File: src/hw/rtl/tsg_pkg.sv
// Package with the request codes and fixed widths of the trapezoid step generator.
`default_nettype none

package tsg_pkg;

   typedef enum logic [2:0] {
      REQ_TICK    = 3'd0,
      REQ_CONFIG  = 3'd1,
      REQ_START   = 3'd2,
      REQ_ENABLE  = 3'd3,
      REQ_DISABLE = 3'd4
   } req_code_type;

   localparam int VelShift     = 10;
   localparam int ReqDataWidth = 80;
   localparam int RspDataWidth = 24;

   typedef struct packed {
      logic [7:0]  accel_rate;
      logic [15:0] peak_velocity;
      logic [15:0] start_velocity;
      logic [15:0] major_steps;
      logic [15:0] minor_steps;
      logic        dir_forward;
   } req_fields_type;

   typedef struct packed {
      logic [15:0] steps_left;
      logic        driver_on;
      logic        dir_out;
      logic        step_pulse;
   } rsp_fields_type;

endpackage

`default_nettype wire

File: src/hw/rtl/trapezoid_step_generator_top.sv
// Top level of the trapezoid step generator with a Bresenham minor axis.
//
//   Channel   Direction  Handshake              Payload
//   req_*     in         req_tvalid/req_tready  tuser: req_type; tdata: move fields
//   rsp_*     out        rsp_tvalid/rsp_tready  tdata: step, direction, driver, steps
//
// One item is accepted every cycle unless a stalled result holds the input register; its
// result is on rsp_* once the item moves from the input register into the result register.
// The whole state update for an item is one pass of adds and compares between them.
// Reset is synchronous and clears the motion state, the direction and the driver.
// A stalled result holds the result register and, behind it, the input register.
`default_nettype none

module trapezoid_step_generator_top
   import tsg_pkg::*;
#(
   parameter int PHASE_FRAC_BITS = 20
) (
   input  wire logic                    clock,
   input  wire logic                    reset,
   input  wire logic                    req_tvalid,
   output logic                         req_tready,
   // tdata from bit 0: dir_forward, minor_steps, major_steps, start_velocity,
   // peak_velocity, accel_rate, zero fill.
   input  wire logic [ReqDataWidth-1:0] req_tdata,
   // tuser from bit 0: req_type.
   input  wire logic [2:0]              req_tuser,
   output logic                         rsp_tvalid,
   input  wire logic                    rsp_tready,
   // tdata from bit 0: step_pulse, dir_out, driver_on, steps_left, zero fill.
   output logic [RspDataWidth-1:0]      rsp_tdata
);

   localparam logic [31:0] OneStep = 32'd1 << PHASE_FRAC_BITS;

   logic           in_valid_ff;
   logic [2:0]     in_type_ff;
   req_fields_type in_data_ff;
   logic           out_valid_ff;
   rsp_fields_type out_data_ff;
   logic           advance;

   logic [15:0] remaining_ff, remaining_in;
   logic [15:0] half_major_ff, half_major_in;
   logic [15:0] ramp_steps_ff, ramp_steps_in;
   logic        accelerating_ff, accelerating_in;
   logic        decelerating_ff, decelerating_in;
   logic [31:0] velocity_ff, velocity_in;
   logic [31:0] velocity_limit_ff, velocity_limit_in;
   logic [7:0]  accel_value_ff, accel_value_in;
   logic [31:0] phase_ff, phase_in;
   logic [31:0] line_error_ff, line_error_in;
   logic [15:0] axis_steps_ff, axis_steps_in;
   logic [15:0] axis_steps_pending_ff, axis_steps_pending_in;
   logic        dir_pending_ff, dir_pending_in;
   logic        dir_now_ff, dir_now_in;
   logic        enabled_ff, enabled_in;
   logic        pulse;

   logic [31:0] vel_tick;
   logic [31:0] phase_sum;
   logic [31:0] err_sum;
   logic [15:0] remaining_dec;
   logic        take_step;
   logic        err_over;

   assign advance    = !out_valid_ff || rsp_tready;
   assign req_tready = !in_valid_ff || advance;
   assign rsp_tvalid = out_valid_ff;
   assign rsp_tdata  = {{(RspDataWidth - $bits(rsp_fields_type)){1'b0}}, out_data_ff};

   always_comb begin
      vel_tick = velocity_ff;
      if (accelerating_ff) begin
         vel_tick = velocity_ff + {24'd0, accel_value_ff};
      end else if (decelerating_ff) begin
         vel_tick = (velocity_ff > {24'd0, accel_value_ff})
                    ? velocity_ff - {24'd0, accel_value_ff} : 32'd0;
      end
      phase_sum     = phase_ff + vel_tick;
      take_step     = phase_sum > OneStep;
      err_sum       = line_error_ff + {16'd0, axis_steps_ff};
      err_over      = !err_sum[31] && (err_sum > {16'd0, half_major_ff});
      remaining_dec = remaining_ff - 16'd1;
   end

   always_comb begin
      remaining_in          = remaining_ff;
      half_major_in         = half_major_ff;
      ramp_steps_in         = ramp_steps_ff;
      accelerating_in       = accelerating_ff;
      decelerating_in       = decelerating_ff;
      velocity_in           = velocity_ff;
      velocity_limit_in     = velocity_limit_ff;
      accel_value_in        = accel_value_ff;
      phase_in              = phase_ff;
      line_error_in         = line_error_ff;
      axis_steps_in         = axis_steps_ff;
      axis_steps_pending_in = axis_steps_pending_ff;
      dir_pending_in        = dir_pending_ff;
      dir_now_in            = dir_now_ff;
      enabled_in            = enabled_ff;
      pulse                 = 1'b0;

      unique case (in_type_ff)
         REQ_TICK: begin
            if (remaining_ff != 16'd0) begin
               velocity_in = vel_tick;
               if (!accelerating_ff && !decelerating_ff && remaining_ff <= ramp_steps_ff) begin
                  decelerating_in = 1'b1;
               end
               phase_in = phase_sum;
               if (take_step) begin
                  pulse         = err_over;
                  line_error_in = err_over ? err_sum - {15'd0, half_major_ff, 1'b0} : err_sum;
                  remaining_in  = remaining_dec;
                  if (accelerating_ff) begin
                     ramp_steps_in = ramp_steps_ff + 16'd1;
                     if (remaining_dec == half_major_ff) begin
                        accelerating_in = 1'b0;
                        decelerating_in = 1'b1;
                     end
                  end
                  phase_in = phase_sum - OneStep;
               end
               if (vel_tick >= velocity_limit_ff) begin
                  accelerating_in = 1'b0;
               end
            end
         end
         REQ_CONFIG: begin
            dir_pending_in        = in_data_ff.dir_forward;
            axis_steps_pending_in = in_data_ff.minor_steps;
         end
         REQ_START: begin
            enabled_in        = 1'b1;
            velocity_in       = {6'd0, in_data_ff.start_velocity, {VelShift{1'b0}}};
            velocity_limit_in = {6'd0, in_data_ff.peak_velocity, {VelShift{1'b0}}};
            accel_value_in    = in_data_ff.accel_rate;
            phase_in          = 32'd0;
            accelerating_in   = 1'b1;
            decelerating_in   = 1'b0;
            ramp_steps_in     = 16'd0;
            line_error_in     = 32'd0;
            axis_steps_in     = axis_steps_pending_ff;
            dir_now_in        = dir_pending_ff;
            remaining_in      = in_data_ff.major_steps;
            half_major_in     = {1'b0, in_data_ff.major_steps[15:1]};
         end
         REQ_ENABLE: begin
            enabled_in = 1'b1;
         end
         REQ_DISABLE: begin
            enabled_in = 1'b0;
         end
         default: begin
         end
      endcase
   end

   always_ff @(posedge clock) begin
      if (reset) begin
         in_valid_ff           <= 1'b0;
         out_valid_ff          <= 1'b0;
         remaining_ff          <= 16'd0;
         half_major_ff         <= 16'd0;
         ramp_steps_ff         <= 16'd0;
         accelerating_ff       <= 1'b0;
         decelerating_ff       <= 1'b0;
         velocity_ff           <= 32'd0;
         velocity_limit_ff     <= 32'd0;
         accel_value_ff        <= 8'd0;
         phase_ff              <= 32'd0;
         line_error_ff         <= 32'd0;
         axis_steps_ff         <= 16'd0;
         axis_steps_pending_ff <= 16'd0;
         dir_pending_ff        <= 1'b0;
         dir_now_ff            <= 1'b0;
         enabled_ff            <= 1'b0;
      end else begin
         if (req_tready) begin
            in_valid_ff <= req_tvalid;
            in_type_ff  <= req_tuser;
            in_data_ff  <= req_tdata[$bits(req_fields_type)-1:0];
         end
         if (advance) begin
            out_valid_ff <= in_valid_ff;
            if (in_valid_ff) begin
               out_data_ff.step_pulse <= pulse;
               out_data_ff.dir_out    <= dir_now_in;
               out_data_ff.driver_on  <= enabled_in;
               out_data_ff.steps_left <= remaining_in;
               remaining_ff           <= remaining_in;
               half_major_ff          <= half_major_in;
               ramp_steps_ff          <= ramp_steps_in;
               accelerating_ff        <= accelerating_in;
               decelerating_ff        <= decelerating_in;
               velocity_ff            <= velocity_in;
               velocity_limit_ff      <= velocity_limit_in;
               accel_value_ff         <= accel_value_in;
               phase_ff               <= phase_in;
               line_error_ff          <= line_error_in;
               axis_steps_ff          <= axis_steps_in;
               axis_steps_pending_ff  <= axis_steps_pending_in;
               dir_pending_ff         <= dir_pending_in;
               dir_now_ff             <= dir_now_in;
               enabled_ff             <= enabled_in;
            end
         end
      end
   end

   assert property (@(posedge clock) disable iff (reset)
      !(accelerating_ff && decelerating_ff))
      else $error("Ramp is accelerating and decelerating at once.");

   assert property (@(posedge clock) disable iff (reset)
      (in_valid_ff && advance && (in_type_ff != REQ_TICK || remaining_ff == 16'd0))
      |=> !out_data_ff.step_pulse)
      else $error("Step pulse from an item that cannot take a step.");

   assert property (@(posedge clock) disable iff (reset)
      (in_valid_ff && advance && in_type_ff == REQ_TICK)
      |=> (remaining_ff == $past(remaining_ff) || remaining_ff == $past(remaining_ff) - 16'd1))
      else $error("A tick took more than one major step.");

endmodule

`default_nettype wire
File: config.mk
export PLATFORM = sky130hd
export DESIGN_NAME = trapezoid_step_generator_top
export DESIGN_NICKNAME = d
export VERILOG_FILES = /design/src/hw/rtl/tsg_pkg.sv /design/src/hw/rtl/trapezoid_step_generator_top.sv
export SDC_FILE = /design/constraint.sdc
export NUM_CORES = 1
export LEC_CHECK = 0
export BUFFER_PORTS_ARGS = -buffer_cell sky130_fd_sc_hd__buf_2
export CAP_MARGIN = 20
export CORE_UTILIZATION = 56
export DETAILED_ROUTE_END_ITERATION = 6
export GPL_TIMING_DRIVEN = 0
export PLACE_DENSITY = 0.78
export SYNTH_ARGS = -nofsm -noshare
export SYNTH_HDL_FRONTEND = slang
export SYNTH_SLANG_ARGS = --single-unit
File: constraint.sdc
create_clock -name clock -period 6.2 [get_ports clock]
set_input_delay 0.62 -clock clock [delete_from_list [all_inputs] [get_ports clock]]
set_output_delay 0.62 -clock clock [all_outputs]
set_load 0.02 [all_outputs]
### Word-level counts from Yosys, hierarchy flattened

Cells that the tools add are included.

| operators by class | value |
|---|---|
| $add $sub $neg | 8 |
| multipliers | 0 |
| div/mod/pow operators | 0 |
| magnitude comparators | 5 |
| eq/ne operators | 9 |
| shift-type cells | 0 |
| multiplexer cells | 33 |
| bitwise gates (word level) | 1 |
| reduce and logical (&&, ||, !) cells | 24 |

Operators by type and width:

| kind | number |
|---|---|
| $mux W32 | 9 |
| $pmux W32 S2 | 3 |
| $mux W16 | 5 |
| $pmux W16 S2 | 2 |
| $add A32 B16 Y32 | 1 |
| $add A32 B32 Y32 | 1 |
| $add A32 B8 Y32 | 1 |
| $ge A32 B26 Y1 | 1 |
| $gt A32 B15 Y1 | 1 |
| $gt A32 B21 Y1 const B | 1 |
| $gt A32 B8 Y1 | 1 |
| $sub A32 B16 Y32 | 1 |
| $sub A32 B21 Y32 const B | 1 |
| $sub A32 B8 Y32 | 1 |
| $add A16 B1 Y16 const B | 1 |
| $eq A16 B15 Y1 | 1 |
| $le A16 B16 Y1 | 1 |
| $reduce_bool A16 Y1 | 1 |
| $sub A16 B1 Y16 const B | 1 |
| $reduce_and A3 Y1 | 4 |
| $mux W1 | 11 |
| $reduce_and A5 Y1 | 2 |
| $eq A3 B2 Y1 const B | 2 |
| $ne A2 B2 Y1 const B | 3 |
| 14 further kinds | 24 |

| storage, ports and cells | value |
|---|---|
| bits in registers | 301 |
| latch bits | 0 |
| RAM bits | 0 |
| memory bits (read-only) | 0 |
| output and inout bits | 26 |
| logic and storage cells | 108 |
| memories | 0 |

### Depth between registers and ports, before layout

Gate-level depths: netlist of the first run.

| depth | value |
|---|---|
| depth in word-level cells | 10 |
| depth in mapped cells | 29 |

### Worst setup path before layout of the first run

Ideal clock, no wire load.

| timing | value |
|---|---|
| path type | flip-flop to flip-flop |
| start | reg velocity_ff[0] |
| end | reg out_data_ff, in the netlist rsp_tdata[12], data pin |
| data arrival time | 6350 ps |
| data required time | 5930 ps |
| path slack | -420 ps |
| stages on the path, launching flop included | 28 |
| buffers on the path | 4 |
| period minus slack after synthesis | 6620 ps |
| cells stage by stage | dfxtp_1 inv_1 ha_1 inv_1 fa_1 a21o_1 a21oi_1 o211ai_1 a211o_1 o21ai_1 clkbuf_1 buf_1 o22ai_1 ha_1 buf_2 nand4_2 or4_1 a31o_2 a211oi_2 or3b_1 xor2_1 nor4_1 nand4bb_4 o21ai_2 buf_2 o21ai_0 a21oi_1 a21oi_1 |

| on the way | value |
|---|---|
| word-level cells in the longest chain between the ends | 9 |
| elaborated cells on any way between the ends | 11 |
| classes of those cells | add/sub: 3; order compare: 2; mux: 6 |

RTL lines:

| item | line | text |
|---|---|---|
| start: declaration | trapezoid_step_generator_top.sv:48 | `logic [31:0] velocity_ff, velocity_in;` |
| start signal: assignment | trapezoid_step_generator_top.sv:198 | `velocity_ff <= velocity_in;` |
| $sub A32 B8 Y32 or $gt A32 B8 Y1 (tied branches) | trapezoid_step_generator_top.sv:78, trapezoid_step_generator_top.sv:77 |  |
| $mux W32 | trapezoid_step_generator_top.sv:78 | `? velocity_ff - {24'd0, accel_value_ff} : 32'd0;` |
| $mux W32 | trapezoid_step_generator_top.sv:76 | `end else if (decelerating_ff) begin` |
| $mux W32 * | trapezoid_step_generator_top.sv:74 | `if (accelerating_ff) begin` |
| $add A32 B32 Y32 * | trapezoid_step_generator_top.sv:80 | `phase_sum = phase_ff + vel_tick;` |
| $gt A32 B21 Y1 * | trapezoid_step_generator_top.sv:81 | `take_step = phase_sum > OneStep;` |
| $mux W16 * | trapezoid_step_generator_top.sv:113 | `if (take_step) begin` |
| $mux W16 * | trapezoid_step_generator_top.sv:107 | `if (remaining_ff != 16'd0) begin` |
| $pmux W16 S2 * | trapezoid_step_generator_top.sv:105 | `unique case (in_type_ff)` |
| via remaining_in[9] | trapezoid_step_generator_top.sv:43 | `logic [15:0] remaining_ff, remaining_in;` |
| end: declaration | trapezoid_step_generator_top.sv:40 | `rsp_fields_type out_data_ff;` |

Mark *: on every way through the listed nets, which the timed path passes. The rest lies on a longest branch.
A chain may end at the register's enable or synchronous reset.

### Final worst setup path of the first run

| timing | value |
|---|---|
| start | reg velocity_ff[0] |
| end | reg remaining_ff[9] |

| on the way | value |
|---|---|
| word-level cells in the longest chain between the ends | 9 |
| elaborated cells on any way between the ends | 11 |
| classes of those cells | add/sub: 3; order compare: 2; mux: 6 |

RTL lines:

| item | line | text |
|---|---|---|
| $sub A32 B8 Y32 or $gt A32 B8 Y1 (tied branches) | trapezoid_step_generator_top.sv:78, trapezoid_step_generator_top.sv:77 |  |
| $mux W32 | trapezoid_step_generator_top.sv:78 |  |
| $mux W32 | trapezoid_step_generator_top.sv:76 |  |
| $mux W32 * | trapezoid_step_generator_top.sv:74 |  |
| $add A32 B32 Y32 * | trapezoid_step_generator_top.sv:80 |  |
| $gt A32 B21 Y1 * | trapezoid_step_generator_top.sv:81 |  |
| $mux W16 * | trapezoid_step_generator_top.sv:113 |  |
| $mux W16 * | trapezoid_step_generator_top.sv:107 |  |
| $pmux W16 S2 * | trapezoid_step_generator_top.sv:105 |  |
| end signal: assignment | trapezoid_step_generator_top.sv:193 | `remaining_ff <= remaining_in;` |
| end: declaration | trapezoid_step_generator_top.sv:43 |  |

Mark *: on every way between the ends. The rest lies on a longest branch, timed or not.

==> results of run 1 <==
==> cell families (layout without fill, tap and decap cells) <==
| kind of cell | count (synthesis) | after routing | synth area share (%) |
|---|---|---|---|
| XOR/XNOR | 154 | 154 | 6.99 |
| other | 1 | 5 | 0.0194 |
| AO/OA/AOI/OAI | 648 | 648 | 21.9 |
| AND/OR/NAND/NOR | 838 | 838 | 20.8 |
| adder cells (fa/ha/maj) | 133 | 133 | 8.82 |
| multiplexers | 9 | 9 | 0.480 |
| flip-flops | 301 | 301 | 36.2 |
| buffers and inverters | 236 | 454 | 4.82 |
==> final cells by class <==
cell class | count | area, µm² | share of cell area (%)
flip-flops and latches | 301 | 6980 | 29.9
clock inverters | 20 | 208 | 0.889
plain buffers | 110 | 593 | 2.54
multi-input cells | 1787 | 12400 | 53.1
clock buffers | 46 | 991 | 4.24
well taps | 448 | 561 | 2.40
repair buffers | 169 | 1200 | 5.14
inverters | 109 | 412 | 1.76
==> routing by layer <==
layer | GRT usage (%) | up-vias
li1 | - | 8790
met1 | 45.2 | 9038
met2 | 55.2 | 964
met3 | 5.56 | 214
met4 | 16.7 | 2
met5 | 0 | -
==> stage by stage <==
| step | power (mW) | cell area (µm²) | worst slack (ns) | setup TNS, ns |
|---|---|---|---|---|
| final | 4.88 | 23400 | -0.154 | -3.35 |
| after global routing | 5.00 | 23400 | -0.350 | -22.56 |
| after CTS | 4.80 | 22300 | 0.00504 | 0 |
| after detailed placement | 2.61 | 20500 | -1.56 | -108.88 |
| after global placement | 2.60 | 20400 | -1.65 | -227.94 |
| after floorplan | 2.45 | 19300 | 0.0614 | 0 |
==> worst max-delay path, delay by kind of cell (launching register included) <==
kind | cells | cell delay, ns
and+or+nand+nor | 7 | 2.05
AOI/OAI and AO/OA | 10 | 1.68
adders and majority gates | 3 | 0.96
buffers and inverters | 6 | 0.79
DFF | 1 | 0.37
xor gates and xnor gates | 1 | 0.23
muxes | 1 | 0.17
==> registers in the layout, summed over array words and instances (netlist names) <==
signal,count
remaining_ff,16
half_major_ff,15
velocity_ff,32
rsp_tdata,19
decelerating_ff,1
in_type_ff,3
enabled_ff,1
axis_steps_ff,16
accel_value_ff,8
axis_steps_pending_ff,16
dir_pending_ff,1
rsp_tvalid,1
ramp_steps_ff,16
line_error_ff,32
accelerating_ff,1
dir_now_ff,1
phase_ff,32
in_data_ff,73
in_valid_ff,1
velocity_limit_ff,16
==> synth_stat cells (23+ instances only) <==
cell type,n,share of area (%)
inv_1,109,2.1
nand4_1,37,1.2
nand2b_1,23,0.75
o21ai_0,106,2.7
clkbuf_1,99,1.9
a22oi_1,27,1.1
xnor2_1,105,4.8
a21o_1,28,1.1
or3_1,26,0.84
a31oi_1,23,0.75
dfxtp_1,206,21
nor2_1,205,4.0
nor2b_1,30,0.97
ha_1,128,8.3
xor2_1,49,2.2
nor4_1,24,0.78
nand2_1,284,5.5
o21a_1,29,1.1
edfxtp_1,95,15
o22ai_1,27,0.88
nand3_1,52,1.3
a21oi_1,212,5.5
nor3_1,60,1.6
==> worst paths after layout <==
check	from	endpoint	slack, ns	cells past startpoint
setup / recovery	velocity_ff[0]	remaining_ff[9]	-0.15	28
hold / removal	req_tdata[41]	in_data_ff[41]	0.25	1
setup reg to reg	velocity_ff[0]	remaining_ff[9]	-0.15	28
hold reg to reg	phase_ff[29]	phase_ff[29]	0.45	2
==> what timing repair did <==
action                     CTS  global route
setup endpoints to repair   95            94
gates cloned                 0             5
buffers inserted            28            32
pin swaps                   27            79
gates resized for setup    104           194
==> report_power, final <==
part,total [mW],leakage (nW),internal (mW),switching [mW]
Combinational,0.587,5.49,0.223,0.364
Sequential,2.11,2.59,2.08,0.0332
Clock,2.18,0.592,1.30,0.877
Total,4.88,8.67,3.61,1.27
==> flow_metrics.env, run 1 <==
export IMPL_rows=67
export IMPL_grt_pass1_wl_mm=96.5
export IMPL_leakage_nw=8.67
export IMPL_post_route_util_pct=69.3
export IMPL_peakVddDrop_uv=287
export IMPL_path_class="register to register"
export IMPL_portBuffers=100
export IMPL_area_growth_pct=21.1
export IMPL_syn_avg_cell_area_um2=8.32
export IMPL_initial_utilization_pct=57.3
export IMPL_vias_per_cell=6.36
export IMPL_final_setup_viol_count=64
export IMPL_synth_area_um2=19300
export IMPL_max_freq_mhz=157
export IMPL_slew_headroom_pct=28.3
export IMPL_cp_end_kind="register"
export IMPL_drv_slew=0
export IMPL_holdWs_ns=0.245
export IMPL_async_flop_share_pct=0
export IMPL_die_y_um=188
export IMPL_grt_usage_pct=34.5
export IMPL_fin_cells=2990
export IMPL_htreeDepth=2
export IMPL_grt_pass1_vias=17800
export IMPL_fin_ws_ns=-0.154
export IMPL_hpwl_mm=45.9
export IMPL_cts_tree="done"
export IMPL_grt_max_degree=31
export IMPL_drive_gt1_share_pct=17.2
export IMPL_ys_seq_area_share_pct=36.2
export IMPL_dr_pass1_iters=7
export IMPL_wl_met1_mm=25.8
export IMPL_drt_iter0_drc=2010
export IMPL_grt_overflow_total=0
export IMPL_worstMarginPinSlew_ns=1.07
export IMPL_met3_length_mm=5.71
export IMPL_fill_cells=2690
export IMPL_rsz0062_at_grt="yes"
export IMPL_netlist_instances=2320
export IMPL_wl_mm=63.6
export IMPL_cellPowerDensity_nw_per_um2=209
export IMPL_period_share_pct=102
export IMPL_dr_total_vias=19000
export IMPL_fin_crit_ns=6.35
export IMPL_critPathMaxFanout=6
export IMPL_cts_root_buf="clkbuf_16"
export IMPL_finClkSkew_ns=0.0142
export IMPL_outcome="finished with violations"
export IMPL_layout_nets=2734
export IMPL_clock_sinks=301
export IMPL_final_cell_mix="nand2_1 (277), dfxtp_1 (202), nor2_1 (200), a21oi_1 (196), ha_1 (118)"
export IMPL_cpMostUsedCell="buf_4"
export IMPL_antenna_found_initial=1
export IMPL_synth_edf_count=95
export IMPL_routed_top_layer="met5"
export IMPL_hp_class="input pin to register"
export IMPL_path_clk_slew_ns=0.06
export IMPL_synth_main_ff_cell="dfxtp_1"
export IMPL_cp_required_ns=6.65
export IMPL_ys_types=87
export IMPL_worst_path_largest_cell_delay_ns=0.51
export IMPL_cts_buffer_depth=3
export IMPL_worstPathArrival_ns=6.80
export IMPL_final_common_cell="nand2_1"
export IMPL_clk_latency_ns=0.55
export IMPL_placed_cells=2875
export IMPL_drv_cap=0
export IMPL_gp_congestion=0.995
export IMPL_die_w_um=188
export IMPL_core_region_area_um2=33700
export IMPL_violations="design-rule violations, negative setup slack"
export IMPL_hold_buffers=0
export IMPL_cp_start_kind="register"
export IMPL_slowest_stage="or4_4"
export IMPL_numCtsBuffers=36
export IMPL_design_die_area_um2=35200
export IMPL_yosysWarnings=0
export IMPL_ys_ff_latch=301
export IMPL_ios=113
export IMPL_drc_errors=23
export IMPL_wl_met2_mm=28.9
export IMPL_hold_viol_final=0
export IMPL_wl_per_cell_um=21.3
export IMPL_ant_nets=0
export IMPL_diodes=0
Note: power is estimated with default switching activity, not from simulation.
==> inputs of run 2 (changes only) <==
Settings changed: CORE_ASPECT_RATIO from default to 1.2.
==> run 2 against run 1 <==
  * The run ends with negative setup slack left
  * Combinational power fell by 8.0%
  * Clock power fell by 18%
  * Hold slack got worse by 0.038 ns
  * Worst setup slack improved by 0.10 ns
  * Wire length fell by 3.5%
  * Global-route usage fell by 0.24 points
  * Count of clock-buffer cells in the layout rose by 3
  * Via count fell by 2.0%
==> flow_metrics.env, run 2 (synthesized netlist as in run 1, its figures left out) <==
export IMPL_period_share_pct=101
export IMPL_power_mw=4.44
export IMPL_wl_mm=61.4
export IMPL_slowest_stage="or4_4"
export IMPL_rsz0062_at_grt="yes"
export IMPL_worst_path_largest_cell_delay_ns=0.51
export IMPL_grt_pass1_wl_mm=93.7
export IMPL_design_die_area_um2=35200
export IMPL_numCtsBuffers=31
export IMPL_gp_congestion=0.975
export IMPL_grt_max_degree=33
export IMPL_grt_pass1_vias=17700
export IMPL_holdWs_ns=0.208
export IMPL_drive_gt1_share_pct=14.1
export IMPL_wl_met1_mm=23.4
export IMPL_leakage_nw=8.44
export IMPL_cts_root_buf="clkbuf_16"
export IMPL_routed_top_layer="met4"
export IMPL_worstPathArrival_ns=6.73
export IMPL_cp_start_kind="register"
export IMPL_multi_input_area_um2=12000
export IMPL_max_freq_mhz=160
export IMPL_die_w_um=171
export IMPL_drt_iter0_drc=1737
export IMPL_largest_reg_flops=73
export IMPL_max_flop_register="in_data_ff"
export IMPL_cts_buffer_depth=3
export IMPL_fin_ws_ns=-0.0540
export IMPL_vias_per_cell=6.25
export IMPL_core_region_area_um2=34000
export IMPL_finClkSkew_ns=0.0238
export IMPL_placed_cells=2885
export IMPL_final_cell_mix="nand2_1 (281), a21oi_1 (207), nor2_1 (201), dfxtp_1 (201), ha_1 (121)"
export IMPL_hpwl_mm=46.2
export IMPL_seq_area_um2=6990
export IMPL_die_y_um=205
export IMPL_ios=113
export IMPL_met3_length_mm=4.08
export IMPL_critPathMaxFanout=8
export IMPL_final_setup_viol_count=22
export IMPL_clock_sinks=301
export IMPL_final_common_cell="nand2_1"
export IMPL_fin_cells=2982
export IMPL_hp_class="input pin to register"
export IMPL_dp_worst_setup_slack_ns=-1.76
export IMPL_drv_slew=0
export IMPL_rows=74
export IMPL_fill_cells=2835
export IMPL_dr_total_vias=18600
export IMPL_dr_pass1_iters=6
export IMPL_peakVddDrop_uv=210
export IMPL_worstMarginPinSlew_ns=1.11
export IMPL_outcome="finished with violations"
export IMPL_finalSetupTns_ns=-0.432
export IMPL_fin_crit_ns=6.25
export IMPL_drc_errors=0
export IMPL_area_growth_pct=16.9
export IMPL_layout_nets=2721
export IMPL_hold_viol_final=0
export IMPL_wl_per_cell_um=20.6
export IMPL_cellPowerDensity_nw_per_um2=197
export IMPL_cts_tree="done"
export IMPL_path_class="register to register"
export IMPL_wl_met2_mm=30.4
export IMPL_antenna_found_initial=0
export IMPL_grt_overflow_total=0
export IMPL_clk_latency_ns=0.59
export IMPL_drv_cap=0
export IMPL_violations="negative setup slack"
export IMPL_path_clk_slew_ns=0.07
export IMPL_diodes=0
export IMPL_grt_usage_pct=34.2
export IMPL_portBuffers=100
export IMPL_slew_headroom_pct=25.4
export IMPL_initial_utilization_pct=56.8
export IMPL_htreeDepth=1
export IMPL_cp_required_ns=6.68
export IMPL_cp_end_kind="register"
export IMPL_ant_nets=0
-- run 2: cell count changes in the layout (fill, tap and decap cells not counted), sizes merged --
cell / delta
buf: -5
clkinvlp: +1
clkinv: -5
inv: -3
bufinv: -4
-- run 2: layout make-up --
cell class | count | area share, %
clock inverters | 9 | 0.238
flip-flops and latches | 301 | 31.0
multi-input cells | 1787 | 53.1
clock buffers | 49 | 3.97
repair buffers | 161 | 4.81
plain buffers | 110 | 2.57
well taps | 456 | 2.53
inverters | 109 | 1.81
-- run 2: metrics by stage --
stage / util [%] / cell area, µm²
floorplan: - / 19300
global placement: 60.0 / 20400
detailed placement: 60.3 / 20500
CTS: 64.8 / 22000
global route: 66.4 / 22600
finish: 66.4 / 22600
-- run 2: power by group --
part | total [mW] | switching [mW] | leakage (nW) | internal (mW)
Sequential | 2.11 | 0.0300 | 2.59 | 2.08
Combinational | 0.540 | 0.339 | 5.40 | 0.201
Clock | 1.79 | 0.800 | 0.460 | 0.990
-- run 2: timing repair --
| item | CTS | global route |
|---|---|---|
| cloned | 0 | 3 |
| hold buffers | 0 | 0 |
| setup buffers | 27 | 25 |
| pin swaps | 25 | 41 |
| setup endpoints to repair | 95 | 94 |
| resized for setup | 91 | 82 |
-- run 2: worst paths after layout --
path	startpoint	end	slack, ns	cells after the start
worst max-delay path	velocity_ff[0]	remaining_ff[4]	-0.05	27
worst min register to register	half_major_ff[6]	half_major_ff[6]	0.45	2
worst min-delay path	req_tdata[64]	in_data_ff[64]	0.21	1
worst max register to register	velocity_ff[0]	remaining_ff[4]	-0.05	27
-- run 2: metal layers --
layer | vias up | global-route usage [%]
met5 | - | 0
met4 | 0 | 19.2
met2 | 844 | 60.7
met1 | 8804 | 39.8
li1 | 8760 | -
met3 | 221 | 3.79
-- run 2: worst max-delay path: cells and delay by family (launching register included) --
family | cells | cell delay, ns
AO/OA/AOI/OAI | 11 | 2.76
buffers and inverters | 6 | 0.72
flip-flops | 1 | 0.35
AND/OR/NAND/NOR | 6 | 1.38
adder cells (fa/ha/maj) | 3 | 0.82
XOR/XNOR | 1 | 0.09
